### src/sv/pprf_pkg.sv
// pprf_pkg: shared types, constants and helper functions of the rectangle fill unit
// depends on nothing; used by every module under sv/ but pprf_fifo
package pprf_pkg;

  // pixel_format register codes (codes 5 to 7 behave as 8 bpp)
  localparam logic [2:0] FmtMono = 3'd0;
  localparam logic [2:0] Fmt8    = 3'd1;
  localparam logic [2:0] Fmt16   = 3'd2;
  localparam logic [2:0] Fmt24   = 3'd3;
  localparam logic [2:0] Fmt32   = 3'd4;

  // register indexes on the configuration port
  localparam logic [1:0] RegBufferBase  = 2'd0;
  localparam logic [1:0] RegRowStride   = 2'd1;
  localparam logic [1:0] RegPixelFormat = 2'd2;

  localparam logic [31:0] AlphaOpaque = 32'hff00_0000;
  localparam logic [7:0]  ByteOnes    = 8'hff;
  localparam int unsigned RowsW       = 13;

  localparam logic CmdLoad    = 1'b0;
  localparam logic CmdAdvance = 1'b1;

  typedef enum logic [2:0] {
    BppMono,
    Bpp1,
    Bpp2,
    Bpp3,
    Bpp4
  } bpp_e;

  typedef struct packed {
    logic        command;
    logic [11:0] rect_x;
    logic [11:0] rect_y;
    logic [12:0] rect_w;
    logic [12:0] rect_h;
    logic [31:0] fill_value;
  } in_item_t;

  typedef struct packed {
    logic [31:0] write_address;
    logic [7:0]  write_byte;
    logic [7:0]  bit_mask;
    logic        last_write;
  } out_item_t;

  typedef struct packed {
    logic [31:0] buffer_base;
    logic [15:0] row_stride;
    logic [2:0]  pixel_format;
  } cfg_t;

  // classified command as it waits between front and back
  typedef struct packed {
    logic             is_load;
    logic             is_empty;
    logic [31:0]      row_address;
    logic [RowsW-1:0] rows;
    logic [15:0]      first_byte;
    logic [15:0]      end_byte;
    logic [7:0]       left_mask;
    logic [7:0]       right_mask;
    logic [31:0]      held_value;
  } cmd_t;

  function automatic bpp_e bpp_decode(input logic [2:0] fmt);
    bpp_e b;
    case (fmt)
      FmtMono: b = BppMono;
      Fmt16:   b = Bpp2;
      Fmt24:   b = Bpp3;
      Fmt32:   b = Bpp4;
      default: b = Bpp1;
    endcase
    return b;
  endfunction

  // remainder by three: base-4 digit sum, then fold
  function automatic logic [1:0] mod3_16(input logic [15:0] v);
    logic [4:0] s;
    logic [2:0] t;
    s = '0;
    for (int i = 0; i < 8; i++) begin
      s = s + 5'(v[2*i +: 2]);
    end
    t = 3'(s[1:0]) + 3'(s[3:2]) + 3'(s[4]);
    if (t >= 3'd6) begin
      t = t - 3'd6;
    end else if (t >= 3'd3) begin
      t = t - 3'd3;
    end
    return t[1:0];
  endfunction

endpackage

### src/sv/packed_pixel_rect_fill_unit.sv
// packed_pixel_rect_fill_unit: top level of the rectangle fill unit, config registers and wiring
// depends on pprf_pkg, pprf_fifo, pprf_front, pprf_back
//
// Rectangle fill engine for a packed-pixel framebuffer. A load word (command 0) latches a
// rectangle and a fill value; every advance word (command 1) then yields one masked byte
// write, left to right along a row and row after row, with last_write set on the final byte.
// Row r starts at buffer_base + row_stride * (rect_y + r). Formats are 1, 8, 16, 24 and
// 32 bpp; in 32 bpp the top byte is forced to 0xff, in 1 bpp the leftmost pixel is the msb
// and the edge bytes carry partial masks. Loads and advances while idle give no write.
// Rate: one input word per clock is accepted and one write per clock leaves, sustained while
// the result side keeps popping; the back end does one address add and compare per write.
// A word passes a front register stage, which does the stride multiply and row geometry,
// then the row base add on entry to a CMD_DEPTH-deep command queue; the back end writes into
// a two-entry result queue, so either side may stall without holding up the other.
// Registers sit at byte offsets 0 (buffer_base), 4 (row_stride) and 8 (pixel_format);
// pixel_format codes 5 to 7 act as 8 bpp. row_stride and pixel_format are sampled again
// at every advance.
module packed_pixel_rect_fill_unit #(
  parameter int MAX_EXTENT = 4096,
  parameter int CMD_DEPTH  = 4
) (
  input  logic                clk_i,
  input  logic                rst_ni,
  // item side
  input  logic                push,
  output logic                full,
  input  pprf_pkg::in_item_t  in_item_i,
  // result side
  output logic                empty,
  input  logic                pop,
  output pprf_pkg::out_item_t out_item_o,
  // configuration port
  input  logic                psel,
  input  logic                penable,
  input  logic                pwrite,
  input  logic [3:0]          paddr,
  input  logic [31:0]         pwdata,
  output logic [31:0]         prdata,
  output logic                pready
);

  // configuration registers
  logic [31:0] base_q, base_d;
  logic [15:0] stride_q, stride_d;
  logic [2:0]  fmt_q, fmt_d;
  logic [1:0]  reg_index;
  logic        cfg_write;
  pprf_pkg::cfg_t cfg;

  // front to queue
  logic           q_push, q_full, q_empty, q_pop;
  pprf_pkg::cmd_t q_cmd_in, q_cmd_out;

  // back to result queue
  logic                res_push, res_full;
  pprf_pkg::out_item_t res_item;

  assign pready    = 1'b1;
  assign reg_index = paddr[3:2];
  assign cfg_write = psel && penable && pwrite && pready;

  always_comb begin
    base_d   = base_q;
    stride_d = stride_q;
    fmt_d    = fmt_q;
    if (cfg_write) begin
      case (reg_index)
        pprf_pkg::RegBufferBase:  base_d   = pwdata;
        pprf_pkg::RegRowStride:   stride_d = pwdata[15:0];
        pprf_pkg::RegPixelFormat: fmt_d    = pwdata[2:0];
        default: ; // unmapped offset, write dropped
      endcase
    end
  end

  always_comb begin
    case (reg_index)
      pprf_pkg::RegBufferBase:  prdata = base_q;
      pprf_pkg::RegRowStride:   prdata = 32'(stride_q);
      pprf_pkg::RegPixelFormat: prdata = 32'(fmt_q);
      default:                  prdata = '0;
    endcase
  end

  always_ff @(posedge clk_i or negedge rst_ni) begin
    if (!rst_ni) begin
      base_q   <= '0;
      stride_q <= 16'd1;
      fmt_q    <= pprf_pkg::Fmt8;
    end else begin
      base_q   <= base_d;
      stride_q <= stride_d;
      fmt_q    <= fmt_d;
    end
  end

  assign cfg.buffer_base  = base_q;
  assign cfg.row_stride   = stride_q;
  assign cfg.pixel_format = fmt_q;

  // front: accept and classify
  pprf_front #(
    .MAX_EXTENT(MAX_EXTENT)
  ) u_front (
    .clk_i   (clk_i),
    .rst_ni  (rst_ni),
    .push_i  (push),
    .item_i  (in_item_i),
    .full_o  (full),
    .cfg_i   (cfg),
    .q_full_i(q_full),
    .q_push_o(q_push),
    .q_cmd_o (q_cmd_in)
  );

  // command queue decoupling front and back
  pprf_fifo #(
    .WIDTH($bits(pprf_pkg::cmd_t)),
    .DEPTH(CMD_DEPTH)
  ) u_cmd_q (
    .clk_i  (clk_i),
    .rst_ni (rst_ni),
    .push_i (q_push),
    .data_i (q_cmd_in),
    .full_o (q_full),
    .pop_i  (q_pop),
    .data_o (q_cmd_out),
    .empty_o(q_empty)
  );

  // back: walk the rectangle one byte per advance
  pprf_back u_back (
    .clk_i      (clk_i),
    .rst_ni     (rst_ni),
    .cmd_valid_i(!q_empty),
    .cmd_i      (q_cmd_out),
    .cmd_pop_o  (q_pop),
    .cfg_i      (cfg),
    .res_full_i (res_full),
    .res_push_o (res_push),
    .res_o      (res_item)
  );

  // result queue, head drives the output ports
  pprf_fifo #(
    .WIDTH($bits(pprf_pkg::out_item_t)),
    .DEPTH(2)
  ) u_res_q (
    .clk_i  (clk_i),
    .rst_ni (rst_ni),
    .push_i (res_push),
    .data_i (res_item),
    .full_o (res_full),
    .pop_i  (pop && !empty),
    .data_o (out_item_o),
    .empty_o(empty)
  );

endmodule

### src/sv/pprf_fifo.sv
// pprf_fifo: small register-based first-in first-out queue of packed words
// depends on nothing; used for the command queue and the result queue
module pprf_fifo #(
  parameter int WIDTH = 8,
  parameter int DEPTH = 2
) (
  input  logic             clk_i,
  input  logic             rst_ni,
  input  logic             push_i,
  input  logic [WIDTH-1:0] data_i,
  output logic             full_o,
  input  logic             pop_i,
  output logic [WIDTH-1:0] data_o,
  output logic             empty_o
);

  localparam int PtrW = (DEPTH > 1) ? $clog2(DEPTH) : 1;
  localparam int CntW = $clog2(DEPTH + 1);

  logic [WIDTH-1:0] mem_q [DEPTH];
  logic [PtrW-1:0]  wr_ptr_q, wr_ptr_d, rd_ptr_q, rd_ptr_d;
  logic [CntW-1:0]  count_q, count_d;
  logic             do_push, do_pop;

  assign full_o  = (count_q == CntW'(DEPTH));
  assign empty_o = (count_q == '0);
  assign do_push = push_i && !full_o;
  assign do_pop  = pop_i && !empty_o;
  assign data_o  = mem_q[rd_ptr_q];

  always_comb begin
    wr_ptr_d = wr_ptr_q;
    rd_ptr_d = rd_ptr_q;
    count_d  = count_q;
    if (do_push) begin
      wr_ptr_d = (wr_ptr_q == PtrW'(DEPTH - 1)) ? '0 : wr_ptr_q + 1'b1;
    end
    if (do_pop) begin
      rd_ptr_d = (rd_ptr_q == PtrW'(DEPTH - 1)) ? '0 : rd_ptr_q + 1'b1;
    end
    if (do_push && !do_pop) begin
      count_d = count_q + 1'b1;
    end else if (do_pop && !do_push) begin
      count_d = count_q - 1'b1;
    end
  end

  always_ff @(posedge clk_i or negedge rst_ni) begin
    if (!rst_ni) begin
      wr_ptr_q <= '0;
      rd_ptr_q <= '0;
      count_q  <= '0;
    end else begin
      wr_ptr_q <= wr_ptr_d;
      rd_ptr_q <= rd_ptr_d;
      count_q  <= count_d;
    end
  end

  always_ff @(posedge clk_i) begin
    if (do_push) begin
      mem_q[wr_ptr_q] <= data_i;
    end
  end

  a_count_bound: assert property (@(posedge clk_i) disable iff (!rst_ni)
    count_q <= CntW'(DEPTH))
    else $error("fifo count above depth");

  a_push_fills: assert property (@(posedge clk_i) disable iff (!rst_ni)
    (do_push && !do_pop) |=> !empty_o)
    else $error("fifo empty after a lone push");

endmodule

### src/sv/pprf_front.sv
// pprf_front: accepts items, works out rectangle geometry for loads, feeds the command queue
// depends on pprf_pkg
module pprf_front #(
  parameter int MAX_EXTENT = 4096
) (
  input  logic               clk_i,
  input  logic               rst_ni,
  input  logic               push_i,
  input  pprf_pkg::in_item_t item_i,
  output logic               full_o,
  input  pprf_pkg::cfg_t     cfg_i,
  input  logic               q_full_i,
  output logic               q_push_o,
  output pprf_pkg::cmd_t     q_cmd_o
);

  typedef struct packed {
    logic                       is_load;
    logic                       is_empty;
    logic [27:0]                y_offset;
    logic [pprf_pkg::RowsW-1:0] rows;
    logic [15:0]                first_byte;
    logic [15:0]                end_byte;
    logic [7:0]                 left_mask;
    logic [7:0]                 right_mask;
    logic [31:0]                held_value;
  } pre_cmd_t;

  pre_cmd_t      pre_d, pre_q;
  logic          valid_d, valid_q;
  logic          accept;
  logic [12:0]   w_c, h_c;
  logic [13:0]   last_pix, x_end;
  logic [11:0]   x;
  pprf_pkg::bpp_e bpp;

  assign full_o   = valid_q && q_full_i;
  assign accept   = push_i && !full_o;
  assign q_push_o = valid_q && !q_full_i;

  assign x   = item_i.rect_x;
  assign bpp = pprf_pkg::bpp_decode(cfg_i.pixel_format);

  // extents saturate at the configured maximum
  assign w_c = (32'(item_i.rect_w) > 32'(MAX_EXTENT)) ? 13'(MAX_EXTENT) : item_i.rect_w;
  assign h_c = (32'(item_i.rect_h) > 32'(MAX_EXTENT)) ? 13'(MAX_EXTENT) : item_i.rect_h;
  assign x_end    = 14'(x) + 14'(w_c);
  assign last_pix = x_end - 14'd1;

  always_comb begin
    pre_d            = '0;
    pre_d.is_load    = (item_i.command == pprf_pkg::CmdLoad);
    pre_d.is_empty   = (w_c == '0) || (h_c == '0);
    pre_d.y_offset   = 28'(cfg_i.row_stride) * 28'(item_i.rect_y);
    pre_d.rows       = h_c;
    pre_d.left_mask  = pprf_pkg::ByteOnes;
    pre_d.right_mask = pprf_pkg::ByteOnes;
    pre_d.held_value = item_i.fill_value;
    case (bpp)
      pprf_pkg::BppMono: begin
        pre_d.held_value = item_i.fill_value[0] ? 32'(pprf_pkg::ByteOnes) : 32'd0;
        pre_d.first_byte = 16'(x[11:3]);
        pre_d.end_byte   = 16'(last_pix[13:3]);
        pre_d.left_mask  = pprf_pkg::ByteOnes >> x[2:0];
        pre_d.right_mask = pprf_pkg::ByteOnes << (3'd7 - last_pix[2:0]);
      end
      pprf_pkg::Bpp2: begin
        pre_d.first_byte = 16'({x, 1'b0});
        pre_d.end_byte   = 16'({x_end, 1'b0}) - 16'd1;
      end
      pprf_pkg::Bpp3: begin
        pre_d.first_byte = 16'(x) + 16'({x, 1'b0});
        pre_d.end_byte   = 16'(x_end) + 16'({x_end, 1'b0}) - 16'd1;
      end
      pprf_pkg::Bpp4: begin
        pre_d.held_value = item_i.fill_value | pprf_pkg::AlphaOpaque;
        pre_d.first_byte = 16'({x, 2'b00});
        pre_d.end_byte   = {x_end, 2'b00} - 16'd1;
      end
      default: begin
        pre_d.first_byte = 16'(x);
        pre_d.end_byte   = 16'(x_end) - 16'd1;
      end
    endcase
  end

  always_comb begin
    valid_d = valid_q;
    if (accept) begin
      valid_d = 1'b1;
    end else if (q_push_o) begin
      valid_d = 1'b0;
    end
  end

  always_ff @(posedge clk_i or negedge rst_ni) begin
    if (!rst_ni) begin
      valid_q <= 1'b0;
    end else begin
      valid_q <= valid_d;
    end
  end

  always_ff @(posedge clk_i) begin
    if (accept) begin
      pre_q <= pre_d;
    end
  end

  // row start address finished on the way into the queue
  always_comb begin
    q_cmd_o             = '0;
    q_cmd_o.is_load     = pre_q.is_load;
    q_cmd_o.is_empty    = pre_q.is_empty;
    q_cmd_o.row_address = cfg_i.buffer_base + 32'(pre_q.y_offset);
    q_cmd_o.rows        = pre_q.rows;
    q_cmd_o.first_byte  = pre_q.first_byte;
    q_cmd_o.end_byte    = pre_q.end_byte;
    q_cmd_o.left_mask   = pre_q.left_mask;
    q_cmd_o.right_mask  = pre_q.right_mask;
    q_cmd_o.held_value  = pre_q.held_value;
  end

  a_stall_holds: assert property (@(posedge clk_i) disable iff (!rst_ni)
    (valid_q && q_full_i) |=> valid_q)
    else $error("front stage dropped a stalled command");

endmodule

### src/sv/pprf_back.sv
// pprf_back: holds the fill state and turns each advance during a fill into one masked byte write
// depends on pprf_pkg
module pprf_back (
  input  logic                clk_i,
  input  logic                rst_ni,
  input  logic                cmd_valid_i,
  input  pprf_pkg::cmd_t      cmd_i,
  output logic                cmd_pop_o,
  input  pprf_pkg::cfg_t      cfg_i,
  input  logic                res_full_i,
  output logic                res_push_o,
  output pprf_pkg::out_item_t res_o
);

  logic                       busy_d, busy_q;
  logic [31:0]                row_addr_d, row_addr_q;
  logic [pprf_pkg::RowsW-1:0] rows_d, rows_q;
  logic [15:0]                off_d, off_q;
  logic [15:0]                first_d, first_q;
  logic [15:0]                end_d, end_q;
  logic [7:0]                 lmask_d, lmask_q;
  logic [7:0]                 rmask_d, rmask_q;
  logic [31:0]                held_d, held_q;

  logic           issue, at_end, last;
  logic [1:0]     lane;
  pprf_pkg::bpp_e bpp;

  assign issue      = cmd_valid_i && !res_full_i;
  assign cmd_pop_o  = issue;
  assign res_push_o = issue && !cmd_i.is_load && busy_q;

  assign bpp    = pprf_pkg::bpp_decode(cfg_i.pixel_format);
  assign at_end = (off_q == end_q);
  assign last   = at_end && (rows_q <= pprf_pkg::RowsW'(1));

  always_comb begin
    case (bpp)
      pprf_pkg::Bpp2: lane = {1'b0, off_q[0]};
      pprf_pkg::Bpp3: lane = pprf_pkg::mod3_16(off_q);
      pprf_pkg::Bpp4: lane = off_q[1:0];
      default:        lane = 2'd0;
    endcase
  end

  always_comb begin
    res_o               = '0;
    res_o.write_address = row_addr_q + 32'(off_q);
    res_o.bit_mask      = pprf_pkg::ByteOnes;
    if (off_q == first_q) begin
      res_o.bit_mask = res_o.bit_mask & lmask_q;
    end
    if (at_end) begin
      res_o.bit_mask = res_o.bit_mask & rmask_q;
    end
    if (bpp == pprf_pkg::BppMono) begin
      res_o.write_byte = held_q[0] ? pprf_pkg::ByteOnes : 8'h00;
    end else begin
      res_o.write_byte = 8'(held_q >> {lane, 3'b000});
    end
    res_o.last_write = last;
  end

  always_comb begin
    busy_d     = busy_q;
    row_addr_d = row_addr_q;
    rows_d     = rows_q;
    off_d      = off_q;
    first_d    = first_q;
    end_d      = end_q;
    lmask_d    = lmask_q;
    rmask_d    = rmask_q;
    held_d     = held_q;
    if (issue && cmd_i.is_load) begin
      // a load drops any fill under way
      busy_d     = !cmd_i.is_empty;
      row_addr_d = cmd_i.row_address;
      rows_d     = cmd_i.rows;
      off_d      = cmd_i.first_byte;
      first_d    = cmd_i.first_byte;
      end_d      = cmd_i.end_byte;
      lmask_d    = cmd_i.left_mask;
      rmask_d    = cmd_i.right_mask;
      held_d     = cmd_i.held_value;
    end else if (res_push_o) begin
      if (at_end) begin
        off_d      = first_q;
        row_addr_d = row_addr_q + 32'(cfg_i.row_stride);
        rows_d     = rows_q - 1'b1;
        if (last) begin
          busy_d = 1'b0;
        end
      end else begin
        off_d = off_q + 16'd1;
      end
    end
  end

  always_ff @(posedge clk_i or negedge rst_ni) begin
    if (!rst_ni) begin
      busy_q     <= 1'b0;
      row_addr_q <= '0;
      rows_q     <= '0;
      off_q      <= '0;
      first_q    <= '0;
      end_q      <= '0;
      lmask_q    <= '0;
      rmask_q    <= '0;
      held_q     <= '0;
    end else begin
      busy_q     <= busy_d;
      row_addr_q <= row_addr_d;
      rows_q     <= rows_d;
      off_q      <= off_d;
      first_q    <= first_d;
      end_q      <= end_d;
      lmask_q    <= lmask_d;
      rmask_q    <= rmask_d;
      held_q     <= held_d;
    end
  end

  a_offset_in_row: assert property (@(posedge clk_i) disable iff (!rst_ni)
    busy_q |-> (off_q >= first_q) && (off_q <= end_q))
    else $error("byte offset left the row range");

  a_last_ends_fill: assert property (@(posedge clk_i) disable iff (!rst_ni)
    (res_push_o && last) |=> !busy_q)
    else $error("fill still busy after its last write");

endmodule

### config.mk
export PLATFORM = sky130hd
export DESIGN_NAME = packed_pixel_rect_fill_unit
export DESIGN_NICKNAME = d
export VERILOG_FILES = /design/src/sv/pprf_pkg.sv /design/src/sv/packed_pixel_rect_fill_unit.sv /design/src/sv/pprf_fifo.sv /design/src/sv/pprf_front.sv /design/src/sv/pprf_back.sv
export SDC_FILE = /design/constraint.sdc
export NUM_CORES = 2
export LEC_CHECK = 0
export BUFFER_PORTS_ARGS = -buffer_cell sky130_fd_sc_hd__buf_2
export CAP_MARGIN = 20
export CORE_MARGIN = 2
export CORE_UTILIZATION = 63
export DETAILED_ROUTE_END_ITERATION = 10
export PLACE_DENSITY = 0.86
export SLEW_MARGIN = 10
export SYNTH_ARGS = -nofsm -noshare
export SYNTH_HDL_FRONTEND = slang
export SYNTH_SLANG_ARGS = --single-unit
### constraint.sdc
create_clock -name clk_i -period 7.9 [get_ports clk_i]
set_clock_uncertainty 0.15 [all_clocks]
set_input_delay 0.79 -clock clk_i [delete_from_list [all_inputs] [get_ports clk_i]]
set_output_delay 0.79 -clock clk_i [all_outputs]
set_load 0.01 [all_outputs]
==> impl_metrics.toml <==
[run_status]
run_status = "finished clean"

[clock_network]
cts_inserted_buffers = 89
h-tree-depth = 3
cts_tree = "yes"
clkSinkCount = 911
number_of_cells_upsized_or_downsized_after_cts = 0
clkLatencyLatePin_ps = 670
cts-root-to-sink-buffers = 3
cts.repair_timing.setup_buffer_count = 0
clockRootBuffer = "sky130_fd_sc_hd__clkbuf_16"
cts_hold_buf = 1
clkTransAtPathRegs_ps = 60

[synth]
yosysTopAreaCellShare_pct = 44.0
synth_seq_area_share_pct = 54.5
synth_cell_type_count = 93
netlist_top_cells_count = "709 x sky130_fd_sc_hd__edfxtp_1, 521 x sky130_fd_sc_hd__nand2_1, 267 x sky130_fd_sc_hd__inv_1"
yosys_register_bits = 911
syn_inst = 3812
syn_avg_cell_area_sq_um = 12.7
post-synth-top-area-cell = "sky130_fd_sc_hd__edfxtp_1"
synthesis.yosys.warnings = 0
ys_async_sr_fraction_pct = 22.2
cell_with_the_most_instances_after_synthesis = "sky130_fd_sc_hd__edfxtp_1"
muxShareOfSynthArea_pct = 8.91
synth_compound_area_share_pct = 7.92
syn-cell-area_sq_um = 48400
post_synth_fa_ha_maj_area_fraction_pct = 11.9
synth_flop_cell = "sky130_fd_sc_hd__edfxtp_1"
top_post_synthesis_cells_by_area = "sky130_fd_sc_hd__edfxtp_1 44%, sky130_fd_sc_hd__dfrtp_1 10%, sky130_fd_sc_hd__fa_1 6.6%"
synth_top_family_by_area = "adder cells"
synth-simple-area-share_pct = 10.2
number_of_enable_flip_flop_cells_after_synthesis = 709
syn-num-nets = 4303
synth-xor-area-share_pct = 3.07

[global_route]
grt_pass1_wl_microns = 190000
first_global_vias = 32800
grt_max_degree = 84
grt_antenna_before_repair = 2
grt_util_all_layers_pct = 31.5
grt.overflow.total = 0

[place]
place_congestion = 0.945
placement.io_buffers = 206
dp.final_hpwl_microns = 77800
dp_cells = 4912

[setup_path]
cp-end-kind = "register"
crit_type = "reg -> reg"
timing.critical_path.arrival_ps = 7370
crit_path_max_fanout = 10
reg2reg_depth = 23
timing.critical_path.required_ps = 8140
crit_path_start_kind = "register"

[drt]
post_drt_wl_per_cell_microns = 24.2
route.final.wire_length_microns = 123000
detail_route.vias_per_cell = 6.48
drc = 0
drt-initial-drc-count = 3985
via_count = 32900
drt-pass1-iter-count = 8
final_antenna_net_count = 0

[layout]
post_route_cells_drive_above_1_share_pct = 16.5
antenna-diode-count = 0
final_nets = 4465
stdcell_count = 5080
fillerInstances = 4662
area.growth.synth_to_final_pct = 10.6

[floorplanning]
placeableCoreArea_sq_um = 75900
fp.dieArea_sq_um = 79000
design.portCount = 210
fp.dieW_microns = 281
std_cell_rows = 101
floorplan.initialDensity_pct = 63.7
fp.dieH_microns = 281

[sta]
maxSlewHeadroom_pct = 25.8
hold_violations = 0
grt_setup_unrepaired = "no"
maxClockFrequency_ghz = 0.140
tightest_slew_ps = 1110
fin_max_slew_vios = 0
timing.final.setup_violations = 0
totalNegativeSetupSlack_ps = 0
finalCritPeriodShare_pct = 90.2
period_needed_ps = 7130

[worst_hold_path]
hold_path.class = "in -> reg"
min_delay_path_depth = 2

[run]
timing.max_cap.violations = 0
==> path summary, 6_finish.rpt <==
path | from | to | slack, ps
worst max-delay path | u_back.off_q[0] | u_res_q.mem_q[1][10] | 770
max in group asynchronous | rst_ni | u_back.rows_q[5] | 5560
worst min register to register | u_back.held_q[6] | u_back.held_q[6] | 330
worst min-delay path | push | u_front.valid_q | 190
worst max register to register | u_back.off_q[0] | u_res_q.mem_q[1][10] | 770
min in group asynchronous | rst_ni | u_back.held_q[9] | 600
==> flip-flops by register name, summed over array words and instances (netlist names), 14 cells and up <==
| register | cells |
|---|---|
| base_q | 32 |
| stride_q | 16 |
| u_back.end_q | 16 |
| u_back.first_q | 14 |
| u_back.held_q | 32 |
| u_back.off_q | 16 |
| u_back.row_addr_q | 32 |
| u_cmd_q.mem_q | 492 |
| u_front.pre_q | 28 |
| u_front.q_cmd_o | 91 |
| u_res_q.mem_q | 98 |
==> stage by stage <==
stage / setup slack, ps / util (%) / instance area (sq um) / hold slack, ps
3_5_place_dp: 873 / 66.3 / 50400 / 311
2_1_floorplan: 1030 / - / 48400 / 288
3_3_place_gp: 1020 / 66.3 / 50400 / 305
6_report: 773 / 70.5 / 53500 / 185
4_1_cts: 788 / 70.5 / 53500 / 161
5_1_grt: 516 / 70.5 / 53500 / 186
==> cell families (layout without fill, tap and decap cells) <==
family                   count (synthesis)  in the layout
AND/OR/NAND/NOR                       1062           1062
AO/OA/AOI/OAI                          596            596
XOR/XNOR                               168            168
flip-flops                             911            911
adder cells (fa/ha/maj)                365            365
other                                    1              1
multiplexers                           266            266
buffers and inverters                  443            681
==> layout make-up <==
type | count | area (sq um) | share of cell area, %
Clock inverter | 51 | 726 | 1.36
Sequential cell | 911 | 26400 | 49.2
Timing Repair Buffer | 245 | 1340 | 2.50
Clock buffer | 116 | 2420 | 4.52
Multi-Input combinational cell | 2458 | 20400 | 38.1
Inverter | 269 | 1010 | 1.89
Tap cell | 1030 | 1290 | 2.41
==> critical path, stage by stage (launching register included) <==
cell	delay (ps)
sky130_fd_sc_hd__dfrtp_1	620
sky130_fd_sc_hd__ha_1	230
sky130_fd_sc_hd__inv_1	50
sky130_fd_sc_hd__fa_1	470
sky130_fd_sc_hd__inv_1	50
sky130_fd_sc_hd__fa_1	460
sky130_fd_sc_hd__fa_1	540
sky130_fd_sc_hd__inv_1	50
sky130_fd_sc_hd__fa_1	530
sky130_fd_sc_hd__inv_1	40
sky130_fd_sc_hd__ha_1	220
sky130_fd_sc_hd__fa_1	480
sky130_fd_sc_hd__inv_1	50
sky130_fd_sc_hd__fa_1	380
sky130_fd_sc_hd__inv_1	100
sky130_fd_sc_hd__fa_1	520
sky130_fd_sc_hd__ha_1	250
sky130_fd_sc_hd__o21a_1	190
sky130_fd_sc_hd__or3_1	350
sky130_fd_sc_hd__a31oi_2	160
sky130_fd_sc_hd__buf_4	250
sky130_fd_sc_hd__mux4_2	530
sky130_fd_sc_hd__nand2_1	90
sky130_fd_sc_hd__nand2_1	80
==> layer usage <==
| layer | up-vias | part of all wire [%] | global-route usage, % |
|---|---|---|---|
| met5 | - | 0.022 | 0 |
| li1 | 14100 | - | - |
| met3 | 421 | 11 | 6.10 |
| met1 | 16200 | 38 | 43.2 |
| met2 | 2207 | 47 | 49.7 |
| met4 | 4 | 4.3 | 13.5 |
==> cell usage in the layout (no fill, tap or decap), types with 109 or more instances in the layout <==
master	count
sky130_fd_sc_hd__inv_1	267
sky130_fd_sc_hd__o21ai_0	140
sky130_fd_sc_hd__a21oi_1	164
sky130_fd_sc_hd__mux2_2	109
sky130_fd_sc_hd__nand2_1	520
sky130_fd_sc_hd__fa_1	160
sky130_fd_sc_hd__buf_2	205
sky130_fd_sc_hd__nor2_1	143
sky130_fd_sc_hd__mux4_2	121
sky130_fd_sc_hd__edfxtp_1	709
sky130_fd_sc_hd__ha_1	205
sky130_fd_sc_hd__dfrtp_1	197
Power is not shown: default switching activity piles up to over one toggle a cycle in this logic, so the estimate is an artifact.
